$ cat src/hw/rtl/obb_pkg.sv
// Package with payload types, stage count and the pipeline control struct.
`timescale 1ns / 1ps
package obb_pkg;

   // Number of register stages from input to result register
   localparam int StageCount = 6;

   typedef struct packed {
      logic signed [31:0] a_center_x;
      logic signed [31:0] a_center_y;
      logic signed [15:0] a_cos;
      logic signed [15:0] a_sin;
      logic [30:0]        a_half_len;
      logic [30:0]        a_half_wid;
      logic signed [31:0] b_center_x;
      logic signed [31:0] b_center_y;
      logic signed [15:0] b_cos;
      logic signed [15:0] b_sin;
      logic [30:0]        b_half_len;
      logic [30:0]        b_half_wid;
   } req_payload_type;

   typedef struct packed {
      logic overlap;
   } rsp_payload_type;

   // Per-stage load enables from the pipeline control
   typedef struct packed {
      logic [StageCount-1:0] load;
   } obb_ctl_type;

endpackage

$ cat src/hw/rtl/obb_ctl.sv
// Pipeline control: per-stage valid bits and load enables with stall backflow.
`timescale 1ns / 1ps
module obb_ctl (
   input  logic                 clock,
   input  logic                 reset,
   input  logic                 in_valid,
   output logic                 in_ready,
   output logic                 out_valid,
   input  logic                 out_ready,
   output obb_pkg::obb_ctl_type ctl
);
   import obb_pkg::*;

   logic [StageCount-1:0] valid_ff;
   logic [StageCount-1:0] valid_in;
   logic [StageCount:0]   load;

   // A stage loads when it is empty or its content moves on
   always_comb begin
      load[StageCount] = out_ready;
      for (int k = StageCount - 1; k >= 0; k--) begin
         load[k] = !valid_ff[k] || load[k + 1];
      end
   end

   // Advance valid bits along with the data
   always_comb begin
      valid_in[0] = load[0] ? in_valid : valid_ff[0];
      for (int k = 1; k < StageCount; k++) begin
         if (load[k]) begin
            valid_in[k] = valid_ff[k - 1];
         end else begin
            valid_in[k] = valid_ff[k];
         end
      end
   end

   always_ff @(posedge clock) begin
      if (reset) begin
         valid_ff <= '0;
      end else begin
         valid_ff <= valid_in;
      end
   end

   assign ctl.load  = load[StageCount-1:0];
   assign in_ready  = load[0];
   assign out_valid = valid_ff[StageCount-1];

   // A ready receiver lets the whole pipeline move
   a_ready_flow: assert property (@(posedge clock) disable iff (reset)
      out_ready |-> in_ready)
      else $error("input stalled while output is ready");

   // A full, stalled pipeline takes no beat
   a_full_stall: assert property (@(posedge clock) disable iff (reset)
      (&valid_ff && !out_ready) |-> !in_ready)
      else $error("beat accepted into a full stalled pipeline");

   // Reset empties the pipeline
   a_reset_empty: assert property (@(posedge clock)
      reset |=> (valid_ff == '0))
      else $error("stage valid set after reset");

endmodule

$ cat config.mk
export PLATFORM = sky130hd
export DESIGN_NAME = obb_ctl
export DESIGN_NICKNAME = d
export VERILOG_FILES = /design/src/hw/rtl/obb_pkg.sv /design/src/hw/rtl/obb_ctl.sv
export SDC_FILE = /design/constraint.sdc
export NUM_CORES = 1
export LEC_CHECK = 0
export BUFFER_PORTS_ARGS = -buffer_cell sky130_fd_sc_hd__buf_2
export CELL_PAD_IN_SITES_DETAIL_PLACEMENT = 1
export CELL_PAD_IN_SITES_GLOBAL_PLACEMENT = 1
export CORE_AREA = 2 2 39 41
export CTS_CLUSTER_SIZE = 24
export DETAILED_ROUTE_END_ITERATION = 12
export DIE_AREA = 0 0 41 43
export PLACE_DENSITY_LB_ADDON = 0.1
export SLEW_MARGIN = 20
export SYNTH_ARGS = -nofsm -noshare
export SYNTH_HDL_FRONTEND = slang
export SYNTH_SLANG_ARGS = --single-unit
$ cat constraint.sdc
create_clock -name clock -period 0.9 [get_ports clock]
set_input_delay 0.045 -clock clock [delete_from_list [all_inputs] [get_ports clock]]
set_output_delay 0.045 -clock clock [all_outputs]
set_load 0.005 [all_outputs]
==> results by group <==
Logic synthesis
  • Avg Synthesized Cell Area: 8.67 um^2
  • Post-synthesis cell area: 234 um^2
  • Largest family of logic cells by synthesized area: simple AND/OR/NAND/NOR gates
  • Top-area cell type share of the netlist area: 51.3%
  • Synth Area in Adders: 0%
  • Synth area leaders: dfxtp_1, a21oi_1, inv_1
  • Seq/Total Area, Yosys: 51.3%
  • Post-Synth XOR/XNOR Area: 0%
  • Multiplexer share of the synthesized area: 0%
  • Post-synthesis cell count: 27
  • Post-Synth Simple-Gate Area: 23.5%
  • Synth Warn #: 0
  • Yosys top cell by area: dfxtp_1
  • Post-synthesis register bit count: 6
  • Syn Nets: 31
  • Compound-Gate Fraction of Synth Area: 10.7%
  • Synth cell types: 11

Worst setup path
  • Worst setup EP type: primary output
  • CP peak stage delay: 0.32 ns
  • Worst-path fanout max: 3
  • Critical Path Source Type: flop
  • Crit path DAT: 1.19 ns
  • Critical Path RT: 0.85 ns
  • CP max-delay cell: dfxtp_2
  • Cells along the critical path: and4b_2 -> buf_6 -> nand4_4 -> buf_2
  • CP Class: flop to primary output

Detailed routing
  • Post-route ant nets: 0
  • Via count: 241
  • First drt pass iteration count: 4
  • DRC violations left: 0
  • Vias/cell: 3.95
  • Total wire length: 691 um
  • Post-DR wirelength/cell: 11.3 um
  • Iter 0 DRT Violations: 2

Global route
  • First-pass GRT wire length: 910 um
  • Congestion Overflow GR: 0
  • Gr busiest metal: met2
  • Met1 GRT Util: 8.77%
  • Met3 Usage GRT: 3.14%
  • Largest net degree at the start of global routing: 7
  • Initial antenna violation count: 0
  • Met2 GRT Util: 11.6%
  • Global Route Usage Sum: 7.96%
  • Number of global-route vias before repair: 232

Min path
  • Worst hold path type: primary input to flop

STA
  • Max Clk Rate: 0.809 GHz
  • Final Hold Viols: 0
  • Relative slew slack: 84.3%
  • Final setup viols: 13
  • Max-slew violations: 0
  • RSZ-0062 raised after global routing: true
  • Worst-margin pin slew: 0.236 ns
  • Fin worst setup slack: -0.335 ns
  • Period utilisation layout: 137%
  • Skew final: 0.00101 ns
  • Tmin final: 1.24 ns

Finish
  • Multi-input logic area: 116 um^2
  • Top Registers: valid_ff x6
  • Fillers: 167
  • Largest register FFs: 6
  • Area delta synth->final: 81.8%
  • Final net count: 51
  • FF+latch area: 124 um^2
  • Ant diodes: 0
  • Largest reg by FF count: valid_ff
  • Final instance area: 425 um^2
  • Fraction of layout instances using a drive strength above 1: 71.1%

Pwr
  • Total Power: 0.553 mW
  • Power per cell area: 1300 nW/um^2
  • Pleak: 0.183 nW
  • VDD IR max: 0.469 mV

CTS
  • CTS tree: done
  • CTS buffer count: 3
  • Worst-Skew Late Latency: 0.24 ns
  • CTS HTree Levels: 1
  • Hold Buf Count CTS: 0
  • Clock root buffer: clkbuf_4
  • CTS Buffer Depth: 2
  • CTS Sinks: 6
  • Worst-path clk slew: 0.04 ns

Floorplan
  • Die X: 41 um
  • Row count: 14
  • Die H: 43 um
  • Core region area: 1380 um^2
  • Ports: 12
  • Die ar.: 1760 um^2
  • Initial Util: 16.9%

Status
  • Failing checks: setup timing
  • Status: finished, violations left

Placed design
  • Final GP Congestion: 0.610
  • Detailed Place HPWL: 482 um
  • Placed cell areas: 332 um^2
  • # port buffers: 11

Job
  • Max-Cap Viols: 0
## metrics by stage
step,setup slack [ns],std cells,TNS (ns),utilization (%),hold WS [ns]
floorplan,-0.0348,27,-0.0635,-,0.107
global placement,-0.0820,55,-0.482,24.0,0.288
detailed placement,-0.0685,55,-0.299,24.0,0.297
CTS,-0.321,60,-2.28,28.4,0.0345
global route,-0.402,61,-3.46,30.7,0.0472
finish,-0.335,61,-2.65,30.7,0.0429
## cells in the final DEF, fill, tap and decap left out, types with 2 or more instances in the layout
master,n
nor2_1,3
a21oi_1,2
buf_4,3
dfxtp_1,3
buf_2,9
a21oi_2,3
clkbuf_4,3
inv_1,4
buf_6,5
dfxtp_2,3
## cell usage after synthesis (all sizes together)
master  instances
a21oi           5
and4b           1
buf             2
dfxtp           6
inv             5
nand2           1
nand2b          1
nand3           1
nand4           1
nor2            3
or2             1
## layout make-up
type | count | area share (%)
Sequential cell | 6 | 29.1
Inverter | 5 | 4.41
Clock buffer | 3 | 5.29
Timing Repair Buffer | 17 | 29.1
Multi-Input combinational cell | 14 | 27.4
Tap cell | 16 | 4.71
## path summary, 6_finish.rpt
path	start	end	slack, ns	cells past startpoint
worst min register to register	valid_ff[3]	valid_ff[4]	0.47	2
worst max-delay path	valid_ff[5]	ctl[0]	-0.34	4
worst max register to register	valid_ff[5]	valid_ff[0]	-0.23	5
worst min-delay path	in_valid	valid_ff[0]	0.04	3
## cell families (layout without fill, tap and decap cells)
family          Yosys count  after routing
simple gates              9              9
buf+inv                   7             25
flops                     6              6
compound gates            5              5
## per-layer routing
| layer | vias up | share of wire [%] |
|---|---|---|
| li1 | 120 | - |
| met1 | 110 | 34 |
| met2 | 11 | 57 |
| met3 | 0 | 8.2 |
| met4 | 0 | 0 |
| met5 | - | 0 |
## critical path, delay by kind of cell, from the launching register on
family                 cells  cell delay (ns)
buffers and inverters      2             0.26
flip-flops                 1             0.32
AND/OR/NAND/NOR            2             0.37
## where the power goes
group | internal, mW | total, mW | switching (mW) | leakage [nW]
Clock | 0.151 | 0.245 | 0.0945 | 0.0138
Combinational | 0.0134 | 0.0261 | 0.0127 | 0.119
Sequential | 0.274 | 0.282 | 0.00777 | 0.0504
## what timing repair did
action,CTS,global route
endpoints found under the setup margin,11,12
buffers inserted,2,1
pin swaps,2,2
gates resized for setup,7,7
Power figures use the tool's default switching activity.
